## src/gpw_pkg.sv

```systemverilog
// Package for the glyph pixel writer: field widths, opcodes, register indexes
// and the structs passed between the issue stage, the row builder and the top level.
// No dependencies.
package gpw_pkg;

    localparam int MAX_DIM_DEF     = 4096;
    localparam int GLYPH_ROWS_DEF  = 16;
    localparam int GLYPH_COUNT_DEF = 256;
    localparam int GLYPH_COLS      = 8;

    localparam int ADDR_W    = 48;
    localparam int DIM_W     = 13;
    localparam int PITCH_W   = 16;
    localparam int POS_W     = 12;
    localparam int CODE_W    = 8;
    localparam int COLOR_W   = 32;
    localparam int FROW_W    = 4;
    localparam int OPCODE_W  = 2;
    localparam int ROW_Y_W   = 13;
    localparam int PROD_W    = ROW_Y_W + PITCH_W;
    localparam int CFG_IDX_W = 2;

    localparam int S_TDATA_W = 112;
    localparam int M_TDATA_W = 312;

    localparam logic [OPCODE_W-1:0] OP_PIXEL = 2'd0;
    localparam logic [OPCODE_W-1:0] OP_CHAR  = 2'd1;
    localparam logic [OPCODE_W-1:0] OP_LOAD  = 2'd2;

    localparam logic [CFG_IDX_W-1:0] CFG_FRAME_BASE    = 2'd0;
    localparam logic [CFG_IDX_W-1:0] CFG_SCREEN_WIDTH  = 2'd1;
    localparam logic [CFG_IDX_W-1:0] CFG_SCREEN_HEIGHT = 2'd2;
    localparam logic [CFG_IDX_W-1:0] CFG_LINE_PITCH    = 2'd3;

    localparam logic [ADDR_W-1:0]  FRAME_BASE_RST    = '0;
    localparam logic [DIM_W-1:0]   SCREEN_WIDTH_RST  = 13'd640;
    localparam logic [DIM_W-1:0]   SCREEN_HEIGHT_RST = 13'd480;
    localparam logic [PITCH_W-1:0] LINE_PITCH_RST    = 16'd2560;

    typedef struct packed {
        logic [ADDR_W-1:0]  frame_base;
        logic [DIM_W-1:0]   screen_width;
        logic [DIM_W-1:0]   screen_height;
        logic [PITCH_W-1:0] line_pitch;
    } cfg_t;

    // One row write on its way from the issue stage to the row builder.
    typedef struct packed {
        logic                  valid;
        logic                  pixel;
        logic                  last;
        logic [ROW_Y_W-1:0]    py;
        logic [POS_W-1:0]      x;
        logic [GLYPH_COLS-1:0] mask;
        logic [COLOR_W-1:0]    fg;
        logic [COLOR_W-1:0]    bg;
    } row_cmd_t;

endpackage

```

## src/gpw_issue.sv

```systemverilog
// Command register and row sequencer of the glyph pixel writer: takes input beats,
// steps through glyph rows, drives the font store ports and fills the first stage.
// Depends on gpw_pkg.
module gpw_issue #(
    parameter int MAX_DIM     = gpw_pkg::MAX_DIM_DEF,
    parameter int GLYPH_ROWS  = gpw_pkg::GLYPH_ROWS_DEF,
    parameter int GLYPH_COUNT = gpw_pkg::GLYPH_COUNT_DEF
) (
    input  logic                                       aclk,
    input  logic                                       aresetn,
    input  logic                                       s_tvalid,
    output logic                                       s_tready,
    input  logic [gpw_pkg::S_TDATA_W-1:0]              s_tdata,
    input  gpw_pkg::cfg_t                              cfg,
    input  logic                                       s1_adv,
    output gpw_pkg::row_cmd_t                          s1,
    output logic                                       ram_wr_en,
    output logic [$clog2(GLYPH_COUNT*GLYPH_ROWS)-1:0]  ram_wr_addr,
    output logic [gpw_pkg::GLYPH_COLS-1:0]             ram_wr_data,
    output logic                                       ram_rd_en,
    output logic [$clog2(GLYPH_COUNT*GLYPH_ROWS)-1:0]  ram_rd_addr
);
    import gpw_pkg::*;

    localparam int AW = $clog2(GLYPH_COUNT * GLYPH_ROWS);
    localparam int RW = $clog2(GLYPH_ROWS);
    localparam int GW = $clog2(GLYPH_COUNT);
    localparam int CW = ($clog2(MAX_DIM + 1) > DIM_W) ? $clog2(MAX_DIM + 1) : DIM_W;
    localparam logic [RW-1:0] LAST_ROW = RW'(GLYPH_ROWS - 1);

    logic                  cmd_valid_reg, cmd_valid_next;
    logic [RW-1:0]         row_reg, row_next;
    logic [OPCODE_W-1:0]   op_reg;
    logic [POS_W-1:0]      x_reg, y_reg;
    logic [CODE_W-1:0]     code_reg;
    logic [COLOR_W-1:0]    fg_reg, bg_reg;
    logic [FROW_W-1:0]     frow_reg;
    logic [GLYPH_COLS-1:0] fbits_reg;
    row_cmd_t              s1_reg, s1_next;

    logic                  accept, emits, issue, done, on_screen, frow_ok;
    logic [CW-1:0]         w_clip, h_clip;
    logic [ROW_Y_W-1:0]    py;
    logic [GW-1:0]         glyph;
    logic [AW-1:0]         glyph_base;
    logic [GLYPH_COLS-1:0] mask;

    always_comb begin
        w_clip = (CW'(cfg.screen_width) > CW'(MAX_DIM)) ? CW'(MAX_DIM) : CW'(cfg.screen_width);
        h_clip = (CW'(cfg.screen_height) > CW'(MAX_DIM)) ? CW'(MAX_DIM)
                                                          : CW'(cfg.screen_height);
        py     = ROW_Y_W'(y_reg) + ROW_Y_W'(row_reg);
        // Codes beyond the glyph count wrap once; codes stay below twice the count.
        glyph  = ({1'b0, code_reg} >= (CODE_W + 1)'(GLYPH_COUNT))
                 ? GW'(code_reg - CODE_W'(GLYPH_COUNT)) : GW'(code_reg);
        glyph_base = AW'(glyph) * AW'(GLYPH_ROWS);
        on_screen  = (CW'(x_reg) < w_clip) && (CW'(y_reg) < h_clip);
        frow_ok    = int'(frow_reg) < GLYPH_ROWS;
        for (int c = 0; c < GLYPH_COLS; c++) begin
            mask[c] = (CW'(py) < h_clip) && (CW'(ROW_Y_W'(x_reg) + ROW_Y_W'(c)) < w_clip);
        end
    end

    always_comb begin
        emits    = cmd_valid_reg && ((op_reg == OP_CHAR) || (op_reg == OP_PIXEL && on_screen));
        issue    = cmd_valid_reg && (!emits || s1_adv);
        done     = issue && !(op_reg == OP_CHAR && row_reg != LAST_ROW);
        s_tready = !cmd_valid_reg || done;
        accept   = s_tvalid && s_tready;

        cmd_valid_next = cmd_valid_reg;
        if (accept) begin
            cmd_valid_next = 1'b1;
        end else if (done) begin
            cmd_valid_next = 1'b0;
        end

        row_next = row_reg;
        if (accept || done) begin
            row_next = '0;
        end else if (issue && op_reg == OP_CHAR) begin
            row_next = row_reg + RW'(1);
        end

        s1_next = s1_reg;
        if (s1_adv) begin
            s1_next.valid = issue && emits;
            s1_next.pixel = (op_reg == OP_PIXEL);
            s1_next.last  = (op_reg == OP_PIXEL) || (row_reg == LAST_ROW);
            s1_next.py    = py;
            s1_next.x     = x_reg;
            s1_next.mask  = (op_reg == OP_PIXEL) ? GLYPH_COLS'(1) : mask;
            s1_next.fg    = fg_reg;
            s1_next.bg    = bg_reg;
        end
    end

    // Font loads write at issue, so every later character read sees them.
    assign ram_wr_en   = issue && (op_reg == OP_LOAD) && frow_ok;
    assign ram_wr_addr = glyph_base + AW'(frow_reg);
    assign ram_wr_data = fbits_reg;
    assign ram_rd_en   = s1_adv;
    assign ram_rd_addr = glyph_base + AW'(row_reg);
    assign s1          = s1_reg;

    always_ff @(posedge aclk) begin
        if (!aresetn) begin
            cmd_valid_reg <= 1'b0;
            row_reg       <= '0;
            s1_reg        <= '0;
        end else begin
            cmd_valid_reg <= cmd_valid_next;
            row_reg       <= row_next;
            s1_reg        <= s1_next;
        end
    end

    always_ff @(posedge aclk) begin
        if (accept) begin
            op_reg    <= s_tdata[1:0];
            x_reg     <= s_tdata[13:2];
            y_reg     <= s_tdata[25:14];
            code_reg  <= s_tdata[33:26];
            fg_reg    <= s_tdata[65:34];
            bg_reg    <= s_tdata[97:66];
            frow_reg  <= s_tdata[101:98];
            fbits_reg <= s_tdata[109:102];
        end
    end

endmodule

```

## config.mk

```make
export PLATFORM = sky130hd
export DESIGN_NAME = gpw_issue
export DESIGN_NICKNAME = d
export VERILOG_FILES = /design/src/gpw_pkg.sv /design/src/gpw_issue.sv
export SDC_FILE = /design/constraint.sdc
export NUM_CORES = 1
export LEC_CHECK = 0
export ABC_CLOCK_PERIOD_IN_PS = 11300
export BUFFER_PORTS_ARGS = -buffer_cell sky130_fd_sc_hd__buf_4
export CORE_AREA = 2 2 158 160
export CTS_CLUSTER_DIAMETER = 120
export CTS_CLUSTER_SIZE = 30
export DETAILED_ROUTE_END_ITERATION = 6
export DIE_AREA = 0 0 160 162
export HOLD_SLACK_MARGIN = 0.05
export MAX_ROUTING_LAYER = met4
export PLACE_DENSITY = 0.77
export SYNTH_ARGS = -nofsm -noshare
export SYNTH_HDL_FRONTEND = slang
export SYNTH_SLANG_ARGS = --single-unit
```

## constraint.sdc

```tcl
create_clock -name aclk -period 11.3 [get_ports aclk]
set_input_delay 1.13 -clock aclk [delete_from_list [all_inputs] [get_ports aclk]]
set_output_delay 1.13 -clock aclk [all_outputs]
set_load 0.005 [all_outputs]
```

==> Flow_metrics.wiki <==
{| class="wikitable"
! Metric !! Value
|-
| Post-Place Worst Slack || a little over 6000 ps
|-
| TritonCTS clock tree || yes
|-
| Avg WL per Cell || about 18 um
|-
| Cells resized by post-CTS repair || 0
|-
| Largest clock skew in the final design || approximately 24 ps
|-
| Layout cells sized above 1 || 23.8%
|-
| Post-DP HPWL || between 20000 and 25000 um
|-
| Launching instance or port of the critical path || cfg[41]
|-
| Placement-stage cell area || ~13000 um2
|-
| Via count of the first global-routing pass || between 8000 and 9000
|-
| Number of standard cells after synthesis || slightly above 1000
|-
| Hold-fix buffers, CTS || 0
|-
| Cell variety after synth || 64
|-
| Async set or reset register ratio after synthesis || 0%
|-
| Period utilisation layout || 43.5%
|-
| Total of flip-flops plus latches after synthesis || between 200 and 250
|-
| Worst setup EP type || output pin
|-
| Setup repair after global routing missed its margin || false
|-
| Count of buffers from port buffering || about 270
|-
| Final global-route overflow total || 0
|-
| Maximum level of the CTS H-tree || 1
|-
| Total wirelength of the detailed-routed design || around 28000 um
|-
| Number of enable-type register cells in the synthesized netlist || 110
|-
| Vias per cell || around 5.3
|-
| Post-synth net total || approximately 1400
|-
| Final hold violation count || 0
|-
| Area growth from synthesis to layout || 23.4%
|-
| Die area || approximately 26000 um2
|-
| Cell type with the highest aggregate area in the netlist || edfxtp_1
|-
| Category of the critical setup timing path || input pin to output pin
|-
| Run status || complete, no violations
|-
| Kind of path behind the tightest hold check || flop to flop
|-
| Overall power consumption || roughly 1.7 mW
|-
| Most frequently used cell type in the post-synthesis netlist || nor2_1
|-
| Worst EP arrival || between 3000 and 4000 ps
|-
| Length of the first detailed-routing pass in iterations || 5
|-
| Count of warnings emitted by yosys || 0
|-
| Synth Flop Type || edfxtp_1
|-
| Count of standard-cell rows || between 50 and 60
|-
| Global placer's final weighted congestion || 0.893
|-
| List of most frequent post-synthesis cells || nor2_1 (132), ha_1 (129), edfxtp_1 (110)
|-
| Setup tns final || 0 ps
|-
| Core region area || approximately 24000 um2
|-
| Max-cap violation count || 0
|-
| Count of unresolved DRC violations after routing || 0
|-
| Number of setup violations in the final report || 0
|-
| Clock transition at the registers of the reported paths || between 100 and 150 ps
|-
| Number of buffers added for setup after CTS || 0
|-
| Ports placed on the boundary || around 340
|-
| Antenna diode count || 0
|-
| ANT nets after route || 0
|-
| Number of buffers on the longest clock path || 3
|-
| Max-slew violation count || 0
|-
| Maximum frequency from static timing analysis || roughly 200 MHz
|-
| Startpoint of the most critical hold path || s1[65]
|-
| Minimum clock period after layout || 4920 ps
|-
| Clock Tree Root || clkbuf_16
|-
| Overall Global Routing Usage || between 20 and 25%
|-
| Cell types occupying the most area after synthesis || edfxtp_1 (30%), dfxtp_1 (19%), ha_1 (14%)
|-
| Starting density of the core || 46.4%
|-
| Leakage || 6.26 nW
|-
| Via Count || around 8400
|-
| Synthesized area || around 11000 um2
|-
| Slew at the pin closest to its max-slew limit || ~1100 ps
|-
| Clock network latency to the later pin of the worst-skew pair || ~470 ps
|-
| Reg2reg start || x_reg[6]
|-
| Final std cell area, no fill || about 14000 um2
|-
| CTS Buf Count || 11
|-
| Crit start category || input pin
|-
| Worst slew margin relative to its limit || a little under 30%
|-
| Pin count of the biggest net entering global routing || 87
|-
| CP required || around 10000 ps
|-
| Nets@finish || about 1600
|-
| Global-route wire length before repair || about 44000 um
|-
| Worst setup margin || 6380 ps
|-
| Maximum fanout encountered on the critical timing path || 12
|-
| Number of antenna violations at the first check in global routing || 0
|-
| Yosys top cell area share || between 20 and 30%
|-
| TritonCTS sink count || between 200 and 250
|-
| Register area share after synthesis || about half
|-
| Initial detailed-routing violation count || 492
|-
| Peak supply drop || 0.137 mV
|-
| Power per standard cell area || 120 nW/um2
|-
| Number of flip-flops in the largest register || 100
|-
| Per-instance average area after synthesis || around 11 um2
|-
| Horizontal extent of the die || 160 um
|-
| Vert. Die Dim || ~160 um
|}
==> power by group <==
part | internal (mW) | switching [mW] | total, mW
combinational | 0.154 | 0.154 | 0.308
clock | 0.188 | 0.247 | 0.434
sequential | 0.873 | 0.0355 | 0.909
total | 1.21 | 0.436 | 1.65
==> worst max-delay path, stage by stage <==
cell	delay [ps]
buf_4	170
inv_1	280
nand2_1	330
ha_1	390
a211o_1	310
o221a_4	300
nor4_1	520
a22oi_1	150
buf_4	190
==> per-stage QoR <==
| step | utilization, % | std cells | hold slack (ps) |
|---|---|---|---|
| detailed placement | 55.9 | 1570 | 444 |
| floorplan | - | 1015 | 443 |
| global route | 57.3 | 1586 | 485 |
| CTS | 57.3 | 1586 | 462 |
| finish | 57.3 | 1586 | 462 |
| global placement | 55.9 | 1570 | 434 |
==> cell families after synthesis <==
kind of cell	count (synthesis)	share of synthesized area (%)
simple gates	291	12.1
flops	215	48.3
compound gates	145	8.67
fa+ha+maj	130	14.6
mux	83	7.43
xor+xnor	77	6.03
buf+inv	74	2.87
==> layout by cell type (no fill, tap or decap), types with 3 or more instances in the layout <==
| cell | instances |
|---|---|
| a221oi_1 | 5 |
| xor2_1 | 41 |
| o21ai_0 | 20 |
| nor4_1 | 6 |
| a21o_1 | 23 |
| o31ai_1 | 4 |
| nand4_1 | 15 |
| nand3_1 | 10 |
| and3_1 | 6 |
| clkbuf_16 | 11 |
| edfxtp_1 | 110 |
| o21ai_1 | 6 |
| nand2_1 | 74 |
| dfxtp_1 | 105 |
| ha_1 | 129 |
| o211ai_1 | 8 |
| nor3_1 | 13 |
| nand2b_1 | 5 |
| a211oi_1 | 3 |
| xnor2_1 | 36 |
| nor2_1 | 132 |
| mux2i_1 | 83 |
| and4_1 | 9 |
| clkbuf_1 | 3 |
| inv_1 | 25 |
| and2_1 | 4 |
| a21oi_1 | 40 |
| buf_4 | 278 |
| nor2b_1 | 3 |
| a31oi_1 | 7 |
| a211o_1 | 7 |
==> cell type report <==
class / instances / area, um2
fill: 2094 / 10300
multi-input combinational: 726 / 5480
sequential: 215 / 5410
timing repair buffer: 279 / 2100
tap: 324 / 405
clock buffer: 14 / 287
inverter: 26 / 97.6
clock inverter: 2 / 32.5
==> routing by layer <==
| layer | part of all wire [%] | wire length [um] | track usage [%] | vias to the layer above |
|---|---|---|---|---|
| met4 | 3.3 | 941 | 7.45 | 0 |
| met1 | 42 | 11900 | 26.6 | 3936 |
| met5 | 0 | 0 | - | - |
| met3 | 6.6 | 1860 | 5.03 | 57 |
| li1 | - | - | - | 4131 |
| met2 | 48 | 13600 | 36.8 | 249 |
==> path summary, 6_finish.rpt <==
path         endpoint  slack [ps]  cells after the start
min            s1[65]         460                      2
min reg2reg    s1[65]         460                      2
max          s_tready        6380                      9
max reg2reg  x_reg[6]        7450                      7
Note: power is estimated with default switching activity, not from simulation.
