**src/gpw_pkg.sv**
```systemverilog
// Package for the glyph pixel writer: field widths, opcodes, register indexes
// and the structs passed between the issue stage, the row builder and the top level.
// No dependencies.
package gpw_pkg;

    localparam int MAX_DIM_DEF     = 4096;
    localparam int GLYPH_ROWS_DEF  = 16;
    localparam int GLYPH_COUNT_DEF = 256;
    localparam int GLYPH_COLS      = 8;

    localparam int ADDR_W    = 48;
    localparam int DIM_W     = 13;
    localparam int PITCH_W   = 16;
    localparam int POS_W     = 12;
    localparam int CODE_W    = 8;
    localparam int COLOR_W   = 32;
    localparam int FROW_W    = 4;
    localparam int OPCODE_W  = 2;
    localparam int ROW_Y_W   = 13;
    localparam int PROD_W    = ROW_Y_W + PITCH_W;
    localparam int CFG_IDX_W = 2;

    localparam int S_TDATA_W = 112;
    localparam int M_TDATA_W = 312;

    localparam logic [OPCODE_W-1:0] OP_PIXEL = 2'd0;
    localparam logic [OPCODE_W-1:0] OP_CHAR  = 2'd1;
    localparam logic [OPCODE_W-1:0] OP_LOAD  = 2'd2;

    localparam logic [CFG_IDX_W-1:0] CFG_FRAME_BASE    = 2'd0;
    localparam logic [CFG_IDX_W-1:0] CFG_SCREEN_WIDTH  = 2'd1;
    localparam logic [CFG_IDX_W-1:0] CFG_SCREEN_HEIGHT = 2'd2;
    localparam logic [CFG_IDX_W-1:0] CFG_LINE_PITCH    = 2'd3;

    localparam logic [ADDR_W-1:0]  FRAME_BASE_RST    = '0;
    localparam logic [DIM_W-1:0]   SCREEN_WIDTH_RST  = 13'd640;
    localparam logic [DIM_W-1:0]   SCREEN_HEIGHT_RST = 13'd480;
    localparam logic [PITCH_W-1:0] LINE_PITCH_RST    = 16'd2560;

    typedef struct packed {
        logic [ADDR_W-1:0]  frame_base;
        logic [DIM_W-1:0]   screen_width;
        logic [DIM_W-1:0]   screen_height;
        logic [PITCH_W-1:0] line_pitch;
    } cfg_t;

    // One row write on its way from the issue stage to the row builder.
    typedef struct packed {
        logic                  valid;
        logic                  pixel;
        logic                  last;
        logic [ROW_Y_W-1:0]    py;
        logic [POS_W-1:0]      x;
        logic [GLYPH_COLS-1:0] mask;
        logic [COLOR_W-1:0]    fg;
        logic [COLOR_W-1:0]    bg;
    } row_cmd_t;

endpackage

```
**src/gpw_build.sv**
```systemverilog
// Row builder of the glyph pixel writer: multiplies the line by the pitch, expands
// the glyph bits into colours, adds the frame base and holds the output register.
// Depends on gpw_pkg.
module gpw_build (
    input  logic                           aclk,
    input  logic                           aresetn,
    input  gpw_pkg::row_cmd_t              s1,
    input  logic [gpw_pkg::GLYPH_COLS-1:0] glyph_bits,
    input  gpw_pkg::cfg_t                  cfg,
    output logic                           s1_adv,
    output logic                           m_tvalid,
    input  logic                           m_tready,
    output logic [gpw_pkg::M_TDATA_W-1:0]  m_tdata,
    output logic                           m_tlast
);
    import gpw_pkg::*;

    logic                  s2_valid_reg, s2_valid_next;
    logic [PROD_W-1:0]     s2_prod_reg;
    logic [POS_W-1:0]      s2_x_reg;
    logic [GLYPH_COLS-1:0] s2_mask_reg;
    logic                  s2_last_reg;
    logic [COLOR_W-1:0]    s2_col_reg [GLYPH_COLS];

    logic                  out_valid_reg, out_valid_next;
    logic [ADDR_W-1:0]     out_addr_reg;
    logic [GLYPH_COLS-1:0] out_mask_reg;
    logic                  out_last_reg;
    logic [COLOR_W-1:0]    out_col_reg [GLYPH_COLS];

    logic                  out_adv, s2_adv;
    logic [COLOR_W-1:0]    col [GLYPH_COLS];

    always_comb begin
        out_adv = !out_valid_reg || m_tready;
        s2_adv  = !s2_valid_reg || out_adv;
        s1_adv  = !s1.valid || s2_adv;
        s2_valid_next  = s2_adv ? s1.valid : s2_valid_reg;
        out_valid_next = out_adv ? s2_valid_reg : out_valid_reg;
        // Bit 7 of a glyph row is the leftmost column.
        for (int c = 0; c < GLYPH_COLS; c++) begin
            if (s1.pixel) begin
                col[c] = (c == 0) ? s1.fg : '0;
            end else begin
                col[c] = glyph_bits[GLYPH_COLS - 1 - c] ? s1.fg : s1.bg;
            end
        end
    end

    always_ff @(posedge aclk) begin
        if (!aresetn) begin
            s2_valid_reg  <= 1'b0;
            out_valid_reg <= 1'b0;
        end else begin
            s2_valid_reg  <= s2_valid_next;
            out_valid_reg <= out_valid_next;
        end
    end

    always_ff @(posedge aclk) begin
        if (s2_adv) begin
            s2_prod_reg <= PROD_W'(s1.py) * PROD_W'(cfg.line_pitch);
            s2_x_reg    <= s1.x;
            s2_mask_reg <= s1.mask;
            s2_last_reg <= s1.last;
            for (int c = 0; c < GLYPH_COLS; c++) begin
                s2_col_reg[c] <= col[c];
            end
        end
        if (out_adv) begin
            out_addr_reg <= cfg.frame_base + ADDR_W'(s2_prod_reg) + ADDR_W'({s2_x_reg, 2'b00});
            out_mask_reg <= s2_mask_reg;
            out_last_reg <= s2_last_reg;
            for (int c = 0; c < GLYPH_COLS; c++) begin
                out_col_reg[c] <= s2_col_reg[c];
            end
        end
    end

    assign m_tvalid = out_valid_reg;
    assign m_tlast  = out_last_reg;
    assign m_tdata  = {out_col_reg[7], out_col_reg[6], out_col_reg[5], out_col_reg[4],
                       out_col_reg[3], out_col_reg[2], out_col_reg[1], out_col_reg[0],
                       out_mask_reg, out_addr_reg};

endmodule

```
**config.mk**
```make
export PLATFORM = sky130hd
export DESIGN_NAME = gpw_build
export DESIGN_NICKNAME = d
export VERILOG_FILES = /design/src/gpw_pkg.sv /design/src/gpw_build.sv
export SDC_FILE = /design/constraint.sdc
export NUM_CORES = 1
export LEC_CHECK = 0
export BUFFER_PORTS_ARGS = -buffer_cell sky130_fd_sc_hd__buf_2
export CAP_MARGIN = 30
export CORE_ASPECT_RATIO = 1.1
export CORE_MARGIN = 1
export CORE_UTILIZATION = 50
export CTS_BUF_LIST = sky130_fd_sc_hd__clkbuf_8
export CTS_CLUSTER_SIZE = 24
export DETAILED_ROUTE_END_ITERATION = 6
export PLACE_DENSITY = 0.81
export SLEW_MARGIN = 20
export SYNTH_ARGS = -nofsm -noshare
export SYNTH_HDL_FRONTEND = slang
export SYNTH_SLANG_ARGS = --single-unit
```
**constraint.sdc**
```tcl
create_clock -name aclk -period 18.3 [get_ports aclk]
set_input_delay 3.66 -clock aclk [delete_from_list [all_inputs] [get_ports aclk]]
set_output_delay 3.66 -clock aclk [all_outputs]
set_load 0.005 [all_outputs]
```
==> metrics.csv, run 1 <==
metric,value,unit
Rel. slew slack,0.239,
Clock Tree Buf Depth,3,
detailed placement HPWL,50.7,mm
clock-pin slew on the worst setup and hold paths,0.06,ns
Post-Syn Nets,2786,
pin count of the biggest net entering global routing,190,
Sink Count,621,
Die Area,0.0640,sq mm
filler instances,4724,
ranking of synthesized cells by area,"edfxtp_1 (59%), fa_1 (11%), mux2i_1 (7.1%)",
most area-hungry cell type in the Yosys netlist,edfxtp_1,
kind of critical path,input port to register,
CTS tree,done,
asr flop ratio synth,0,
net switching share of the total power,0.344,
crit path launch type,input port,
worst r2r src,s2_prod_reg[2],
Netlist cell types,56,
Die H,265,microns
"delay-heaviest family, CP",adder cells,
setup TNS,0,ns
Syn Inst Count,2298,
Port Buffers,489,
Total Power,4880,uW
WP depth,19,
Pwr Density,133,mW/mm^2
Area Overhead vs Synth,16.3,%
via count,19500,
layout cells sized above 1,0.233,
CP Capture Type,register,
Multi-input gate area,0.0116,sq mm
"count leader, synth",edfxtp_1,
setup ws final,9.64,ns
Pins Over Slew Limit,0,
prevailing post-synth register cell,edfxtp_1,
register area share after synthesis,0.591,
Seq pwr share,0.389,
combinational share of power,0.383,
leak pwr,0.0169,uW
Internal,3210,uW
number of routed nets with antenna violations,0,
Critical path origin,cfg[5],
maxcap violations,0,
Core Area,0.0623,sq mm
P_sw,1680,uW
Place WS,8.99,ns
Buf/Inv on CP,5,
slowest CP cell,fa_1,
placed cell area,0.0347,sq mm
CP Max Fanout,13,
# IOs,516,
initial antenna violation count,13,
R2R depth,10,
unrepaired setup endpoints after global routing,false,
CP Cell Sequence,buf_2 -> and2_1 -> fa_1 -> inv_1 -> fa_1 -> inv_1 -> fa_1 -> inv_1 -> fa_1 -> fa_1 -> inv_1 -> ha_1 -> o21ai_0 -> o211ai_1 -> nand3_1 -> o31a_1 -> o31a_1 -> o2111ai_1 -> or4b_1,
Post-synth EDFFs,619,
TritonRoute pass-1 iters,5,
Initial Util,0.505,
Die W,241,microns
top-area cell type share of the netlist area,0.590,
fmax,115,MHz
DR iter-0 viols,1514,
Commonest cells post-synth,"edfxtp_1 (619), nor2_1 (259), mux2i_1 (224), inv_1 (222), fa_1 (167)",
grt ovf,0,
outcome,finished clean,
"Setup violations, final",0,
GRT Total Usage,0.224,
Yosys warnings,0,
Post-Syn Area per Cell,13.7,sq um
clk_skew,0.0462,ns
drt total wl,72.2,mm
Clk pwr share,0.228,
number of global-route vias before repair,19500,
finished layout cell area,0.0366,sq mm
part of the cycle the worst path needs,0.473,
post-CTS sizing,0,
CP dominant cell by count,fa_1,
nets,3264,
critical path arrival,9.04,ns
wire per inst,19.6,microns
Residual DRC,0,
Worst EP required,18.68,ns
hold buffers post-CTS,0,
Reg2Reg Setup Slack,14.28,ns
post-synthesis register bit count,621,
HP Class,register to register,
peak supply drop,0.105,mV
Post-CTS Setup Inserts,0,
Tmin final,8.66,ns
synthesized cell area,0.0315,sq mm
later-pin clock latency in the skew report,0.69,ns
H-tree Lvls,3,
CTS root buffer,clkbuf_8,
cts bufs inserted,96,
Fin. Hold Viols,0,
# rows,96,
worst-margin pin slew,1.14,ns
Seq. cell area,0.0186,sq mm
Avg Vias per Cell,5.30,
CP max stage delay,0.54,ns
first-pass GRT wire length,110,mm
gp weighted congestion,0.909,
Reg-to-Reg End,out_addr_reg[33],
Worst Setup EP,s2_prod_reg[27],
kinds of logic after synthesis:
logic type / Yosys count / share of synthesized area
adders and majority gates: 287 / 0.154
and+or+nand+nor: 571 / 0.0807
DFF: 621 / 0.591
xor gates and xnor gates: 65 / 0.0181
muxes: 256 / 0.0826
buffers and inverters: 348 / 0.0415
AOI/OAI and AO/OA: 150 / 0.0320
routing by layer:
metal | up-vias | wire length [microns] | track usage
met3 | 190 | 5790 | 0.0520
met2 | 897 | 35600 | 0.376
met4 | 10 | 3100 | 0.104
li1 | 8911 | - | -
met1 | 9519 | 27600 | 0.273
met5 | - | 56 | 0
layout by cell type, fill, tap and decap left out, drive strengths merged, types with 3 or more instances in the layout:
master / n
mux2i: 224
a21oi: 42
nand2: 146
inv: 260
nand4: 11
edfxtp: 619
a31oi: 5
nor3: 7
mux2: 32
a21o: 31
o21ai: 23
o31a: 4
ha: 120
bufinv: 5
nand2b: 5
a211oi: 8
diode: 10
nor2b: 6
o21a: 7
and2: 101
o31ai: 3
xor2: 24
a221o: 3
nor2: 259
clkinv: 25
o21bai: 4
xnor2: 41
nand3: 19
and3: 6
clkbuf: 96
a221oi: 3
fa: 167
o211ai: 4
buf: 506
worst min path at each step:
stage                             from             endpoint  depth (start not counted)
CTS                  s2_col_reg[0][13]   out_col_reg[0][13]                          0
global route         s2_col_reg[0][13]   out_col_reg[0][13]                          0
global placement        s2_mask_reg[4]      out_mask_reg[4]                          0
finish              s2_col_reg[1][123]  out_col_reg[1][123]                          0
detailed placement  s2_col_reg[0][114]  out_col_reg[0][114]                          0
floorplan                  s2_last_reg              m_tlast                          0
power groups by stage:
stage	Clock (uW)	Combinational, uW	Sequential, uW
floorplan	0	1350	1940
global placement	0	1780	1920
detailed placement	0	1840	1930
CTS	1140	1860	1900
global route	1200	2100	1920
finish	1110	1870	1900
area by class of cell:
cell class              count  share of cell area
diodes                     10            0.000683
inverters                 222              0.0230
flip-flops and latches    621               0.508
multi-input cells        1329               0.316
well taps                 833              0.0284
repair buffers            506              0.0730
clock buffers              96              0.0361
clock inverters            68              0.0142
per-stage QoR:
| step | std cells | utilization | hold slack, ns |
|---|---|---|---|
| after floorplan | 2298 | - | 0.400 |
| after global placement | 3507 | 0.556 | 0.401 |
| final | 3685 | 0.588 | 0.375 |
| after detailed placement | 3508 | 0.556 | 0.405 |
| after global routing | 3683 | 0.588 | 0.385 |
| after CTS | 3672 | 0.586 | 0.374 |
No activity file was read; power rests on OpenSTA's default activity.
==> inputs of run 2 (changes only) <==
Settings changed: PLACE_DENSITY 0.81 to 0.84.
Clock period 18.3 ns to 7.6 ns, I/O delays scaled along.
==> metrics.csv, run 2 (synthesis gave the netlist of run 1 again) <==
metric,value,unit,change
gp weighted congestion,0.906,,-0.26%
Avg Vias per Cell,5.31,,+0.15%
Clk pwr share,0.225,,-0.003
number of routed nets with antenna violations,0,,unchanged
Port Buffers,489,,unchanged
clock-pin slew on the worst setup and hold paths,0.07,ns,about the same
layout cells sized above 1,0.232,,-0.000867
Core Area,0.0623,sq mm,unchanged
slowest CP cell,fa_1,,
CTS root buffer,clkbuf_8,,
TritonRoute pass-1 iters,5,,unchanged
Die Area,0.0640,sq mm,unchanged
M2 GR Usage,0.400,,+0.0239
CP Cell Sequence,buf_2 -> and2_1 -> fa_1 -> inv_1 -> fa_1 -> inv_1 -> fa_1 -> inv_1 -> fa_1 -> fa_1 -> inv_1 -> ha_1 -> o21ai_0 -> o211ai_1 -> nand3_1 -> o31a_1 -> o31a_1 -> o2111ai_1 -> or4b_1,,
wire per inst,20.2,microns,+3.1%
outcome,finished clean,,
CP dominant cell by count,fa_1,,
kind of critical path,input port to register,,
part of the cycle the worst path needs,0.866,,
post-CTS sizing,0,,unchanged
grt met3 use,0.0594,,+0.00737
hold path endpoint,out_col_reg[0][84],,
net switching share of the total power,0.344,,+0.000790
"delay-heaviest family, CP",adder cells,,
"commonest non-fill, non-tap cell in the layout",edfxtp_1,,
fmax,152,MHz,
maxcap violations,0,,unchanged
worst hold start,s2_col_reg[0][84],,
number of global-route vias before repair,19800,,+1.6%
Tmin final,6.58,ns,
Die W,241,microns,unchanged
clk_skew,0.0581,ns,+0.0119 ns
critical path arrival,6.98,ns,-2.06 ns
grt ovf,0,,unchanged
drt total wl,74.5,mm,+3.2%
GRT busiest layer,met2,,
peak supply drop,0.242,mV,+130%
detailed placement HPWL,52.6,mm,+3.6%
unrepaired setup endpoints after global routing,false,,
Worst EP required,8.01,ns,-10.67 ns
CTS tree,done,,
DR iter-0 viols,1322,,-13%
leak pwr,0.0169,uW,-0.27%
via count,19600,,+0.26%
Reg-to-Reg End,out_addr_reg[31],,
P_sw,4030,uW,+140%
later-pin clock latency in the skew report,0.75,ns,+0.06 ns
Post-CTS Setup Inserts,0,,unchanged
Die H,265,microns,unchanged
most frequent cells in the layout,"edfxtp_1 (619), buf_2 (488), nor2_1 (258)",,
Seq pwr share,0.392,,+0.003
Buf/Inv on CP,5,,unchanged
first-pass GRT wire length,111,mm,+1.7%
Final Util,0.587,,-0.000763
# rows,96,,unchanged
"Setup violations, final",0,,unchanged
Internal,7680,uW,+140%
Pwr Density,320,mW/mm^2,+140%
Rel. slew slack,0.236,,-0.00358
filler instances,4634,,-1.9%
Clock Tree Buf Depth,3,,unchanged
pin count of the biggest net entering global routing,196,,+3.2%
initial antenna violation count,23,,+10
Hold Path Depth,0,,unchanged
combinational share of power,0.383,,about the same
R2R depth,10,,unchanged
cts bufs inserted,95,,-1.0%
GR Layer Usage met1,0.263,,-0.0101
worst r2r src,s2_prod_reg[2],,
CP max stage delay,0.54,ns,about the same
# IOs,516,,unchanged
CP Capture Type,register,,
hold buffers post-CTS,0,,unchanged
GRT Total Usage,0.230,,+0.00623
H-tree Lvls,3,,unchanged
Reg2Reg Setup Slack,3.75,ns,-10.53 ns
crit path launch type,input port,,
worst-margin pin slew,1.15,ns,+0.00537 ns
setup TNS,0,ns,unchanged
CP Max Fanout,13,,unchanged
Fin. Hold Viols,0,,unchanged
Area Overhead vs Synth,16.1,%,
Sink Count,621,,unchanged
Initial Util,0.505,,unchanged
HP Class,register to register,,
Pins Over Slew Limit,0,,unchanged
Residual DRC,0,,unchanged
nets,3263,,-0.031%
==> run 2: cell count changes in the layout (fill, tap and decap cells not counted), sizes merged <==
cell | previous run | this run
clkinv | 25 | 28
clkinvlp | 0 | 2
diode | 10 | 12
bufinv | 5 | 4
clkbuf | 96 | 95
inv | 260 | 259
==> run 2: metal layers <==
layer  up-vias  wire (microns)
met5         -             115
met4        16            3160
met3       194            6230
met2       877           37500
met1      9587           27500
li1       8904               -
==> run 2: worst max path at each step <==
stage             start         endpoint  cells after the start
4_1_cts          s1[87]  s2_prod_reg[27]                     19
3_3_place_gp     cfg[5]  s2_prod_reg[27]                     19
2_1_floorplan  m_tready          m_tlast                      2
3_5_place_dp     s1[87]  s2_prod_reg[27]                     19
6_report         cfg[5]  s2_prod_reg[27]                     19
5_1_grt          s1[87]  s2_prod_reg[27]                     19
==> run 2: cell type report <==
class | instances | area, sq um | area share
Antenna cell | 12 | 30.0 | 0.000821
Clock buffer | 95 | 1310 | 0.0357
Clock inverter | 71 | 505 | 0.0138
Inverter | 222 | 837 | 0.0229
Multi-Input combinational cell | 1329 | 11600 | 0.317
Sequential cell | 621 | 18600 | 0.509
Tap cell | 833 | 1040 | 0.0285
Timing Repair Buffer | 506 | 2650 | 0.0723
==> run 2: power groups by stage <==
stage | Clock [uW] | Combinational (uW) | Sequential (uW)
2_1_floorplan | 0 | 3240 | 4650
3_3_place_gp | 0 | 4270 | 4630
3_5_place_dp | 0 | 4420 | 4650
4_1_cts | 2700 | 4470 | 4590
5_1_grt | 2820 | 5040 | 4620
6_report | 2640 | 4480 | 4590
==> run 2: worst reg2reg max path, stage by stage (launching register included) <==
cell and delay (ns):
edfxtp_1 0.46, fa_1 0.55, fa_1 0.47, a21oi_1 0.22
nor3b_1 0.10, nor4_1 0.47, o31ai_1 0.29, a41o_1 0.32
a211oi_1 0.42, nor2_1 0.14, xor2_1 0.16
==> run 2: through the flow <==
step	setup WS (ns)	total power, uW	instances	hold WS (ns)	area [sq um]
after floorplan	0.534	7900	2298	0.400	31500
after global placement	0.505	8910	3509	0.401	34700
after detailed placement	0.378	9080	3509	0.405	34700
after CTS	1.10	11800	3675	0.371	36500
after global routing	0.851	12500	3686	0.396	36600
final	1.02	11700	3689	0.367	36600
==> inputs of run 3 (changes only) <==
Settings changed: PLACE_DENSITY 0.84 to default, PLACE_DENSITY_LB_ADDON from default to 0.1.
==> metrics.csv, run 3 (synthesis gave the netlist of run 1 again) <==
metric,value,unit,change
hold buffers post-CTS,0,,unchanged
filler instances,5072,,+9.5%
Residual DRC,0,,unchanged
nets,3266,,+0.092%
cts bufs inserted,98,,+3.2%
# IOs,516,,unchanged
most frequent cells in the layout,"edfxtp_1 (619), buf_2 (488), nor2_1 (258)",,
"Setup violations, final",0,,unchanged
TritonRoute pass-1 iters,5,,unchanged
Pwr Density,326,mW/mm^2,+1.7%
CP Capture Type,register,,
maxcap violations,0,,unchanged
drt total wl,72.2,mm,-3.1%
CP Max Fanout,13,,unchanged
CTS tree,done,,
later-pin clock latency in the skew report,0.72,ns,-0.03 ns
final std cells w/o fill,3693,,+0.11%
"commonest non-fill, non-tap cell in the layout",edfxtp_1,,
Critical path origin,cfg[6],,
layout cells sized above 1,0.236,,+0.00384
Sink Count,621,,unchanged
Die W,241,microns,unchanged
number of global-route vias before repair,19000,,-4.1%
pin count of the biggest net entering global routing,178,,-9.2%
unrepaired setup endpoints after global routing,false,,
Initial Util,0.505,,unchanged
grt ovf,0,,unchanged
clock-pin slew on the worst setup and hold paths,0.06,ns,about the same
fmax,154,MHz,+1.6%
Pins Over Slew Limit,0,,unchanged
Final Util,0.589,,+0.00213
GRT Total Usage,0.224,,-0.00642
post-CTS sizing,0,,unchanged
Fin. Hold Viols,0,,unchanged
HP Class,register to register,,
Tmin final,6.48,ns,-0.101 ns
dpl cells,3511,,+0.057%
crit path launch type,input port,,
part of the cycle the worst path needs,0.852,,-0.0132
number of routed nets with antenna violations,0,,unchanged
wire per inst,19.5,microns,-3.2%
peak supply drop,0.249,mV,+2.9%
Die H,265,microns,unchanged
Post-CTS Setup Inserts,0,,unchanged
first-pass GRT wire length,109,mm,-2.5%
leak pwr,0.0170,uW,+0.49%
Rel. slew slack,0.264,,+0.0285
initial antenna violation count,5,,-78%
R2R depth,10,,unchanged
setup TNS,0,ns,unchanged
H-tree Lvls,3,,unchanged
finished layout cell area,0.0367,sq mm,+0.36%
Worst EP required,8.00,ns,about the same
placed cell area,0.0347,sq mm,+0.10%
kind of critical path,input port to register,,
worst r2r src,s2_prod_reg[2],,
Port Buffers,489,,unchanged
DR iter-0 viols,1022,,-23%
Avg Vias per Cell,5.16,,-2.9%
Reg-to-Reg End,out_addr_reg[47],,
Die Area,0.0640,sq mm,unchanged
CTS root buffer,clkbuf_8,,
outcome,finished clean,,
critical path arrival,6.87,ns,-0.11 ns
Reg2Reg Setup Slack,3.65,ns,-0.10 ns
Area Overhead vs Synth,16.6,%,
clk_skew,0.0425,ns,-0.0156 ns
# rows,96,,unchanged
worst-margin pin slew,1.10,ns,-0.0428 ns
gp weighted congestion,0.896,,-1.2%
Core Area,0.0623,sq mm,unchanged
detailed placement HPWL,49.7,mm,-5.5%
Worst Setup EP,s2_prod_reg[27],,
via count,19000,,-2.8%
Clock Tree Buf Depth,3,,unchanged
run 3: changes by cell type in the layout (fill, tap and decap cells not counted):
cell        delta
clkinvlp_4     +1
buf_16         -1
buf_4          +1
diode_2        -9
bufinv_16      +3
clkinv_16      -2
clkinv_2       +3
inv_1          -1
clkbuf_8       +8
inv_12         -2
clkinv_8       +3
run 3: cell type report:
| class | instances | area (sq um) | area share |
|---|---|---|---|
| antenna | 3 | 7.51 | 0.000204 |
| tap | 833 | 1040 | 0.0284 |
| multi-input combinational | 1329 | 11600 | 0.316 |
| clock inverter | 76 | 571 | 0.0155 |
| clock buffer | 103 | 1420 | 0.0386 |
| sequential | 621 | 18600 | 0.507 |
| inverter | 222 | 837 | 0.0228 |
| timing repair buffer | 506 | 2630 | 0.0715 |
run 3: routing by layer:
layer  wire length (microns)  global-route usage  vias up  part of all wire
li1                        -                   -     8914                 -
met1                   30600               0.295     9433              0.42
met2                   35200               0.368      570              0.49
met3                    4440              0.0475      117             0.061
met4                    1910              0.0758        4             0.026
met5                      27                   0        -           0.00037
run 3: critical path: stages:
cell       delay (ns)
buf_2            0.21
and2_1           0.20
fa_1             0.49
inv_1            0.05
fa_1             0.54
inv_1            0.05
fa_1             0.50
inv_1            0.05
fa_1             0.46
fa_1             0.54
inv_1            0.04
ha_1             0.31
o21ai_0          0.14
o211ai_1         0.25
nand3_1          0.18
o31a_1           0.31
o31a_1           0.36
o2111ai_1        0.20
or4b_1           0.45
run 3: metrics by stage:
| step | hold slack, ns | worst slack, ns | total power [uW] |
|---|---|---|---|
| CTS | 0.391 | 1.18 | 12100 |
| finish | 0.383 | 1.12 | 12000 |
| global placement | 0.400 | 0.484 | 9130 |
| floorplan | 0.400 | 0.534 | 7900 |
| global route | 0.405 | 0.922 | 12800 |
| detailed placement | 0.405 | 0.436 | 9210 |
run 3: worst min path at each step:
stage                                      to          startpoint  depth (start not counted)  slack, ns
after floorplan                       m_tlast         s2_last_reg                          0       0.40
after global placement                m_tlast         s2_last_reg                          0       0.40
after detailed placement  out_col_reg[0][109]  s2_col_reg[0][109]                          0       0.40
after CTS                  out_col_reg[0][62]   s2_col_reg[0][62]                          0       0.39
after global routing       out_col_reg[1][62]   s2_col_reg[1][62]                          0       0.40
final                      out_col_reg[0][36]   s2_col_reg[0][36]                          0       0.38
run 3: power by group:
part,switching [uW],total [uW],internal [uW]
combinational,2630,4550,1920
sequential,131,4580,4440
clock,1320,2830,1510
total,4080,12000,7880
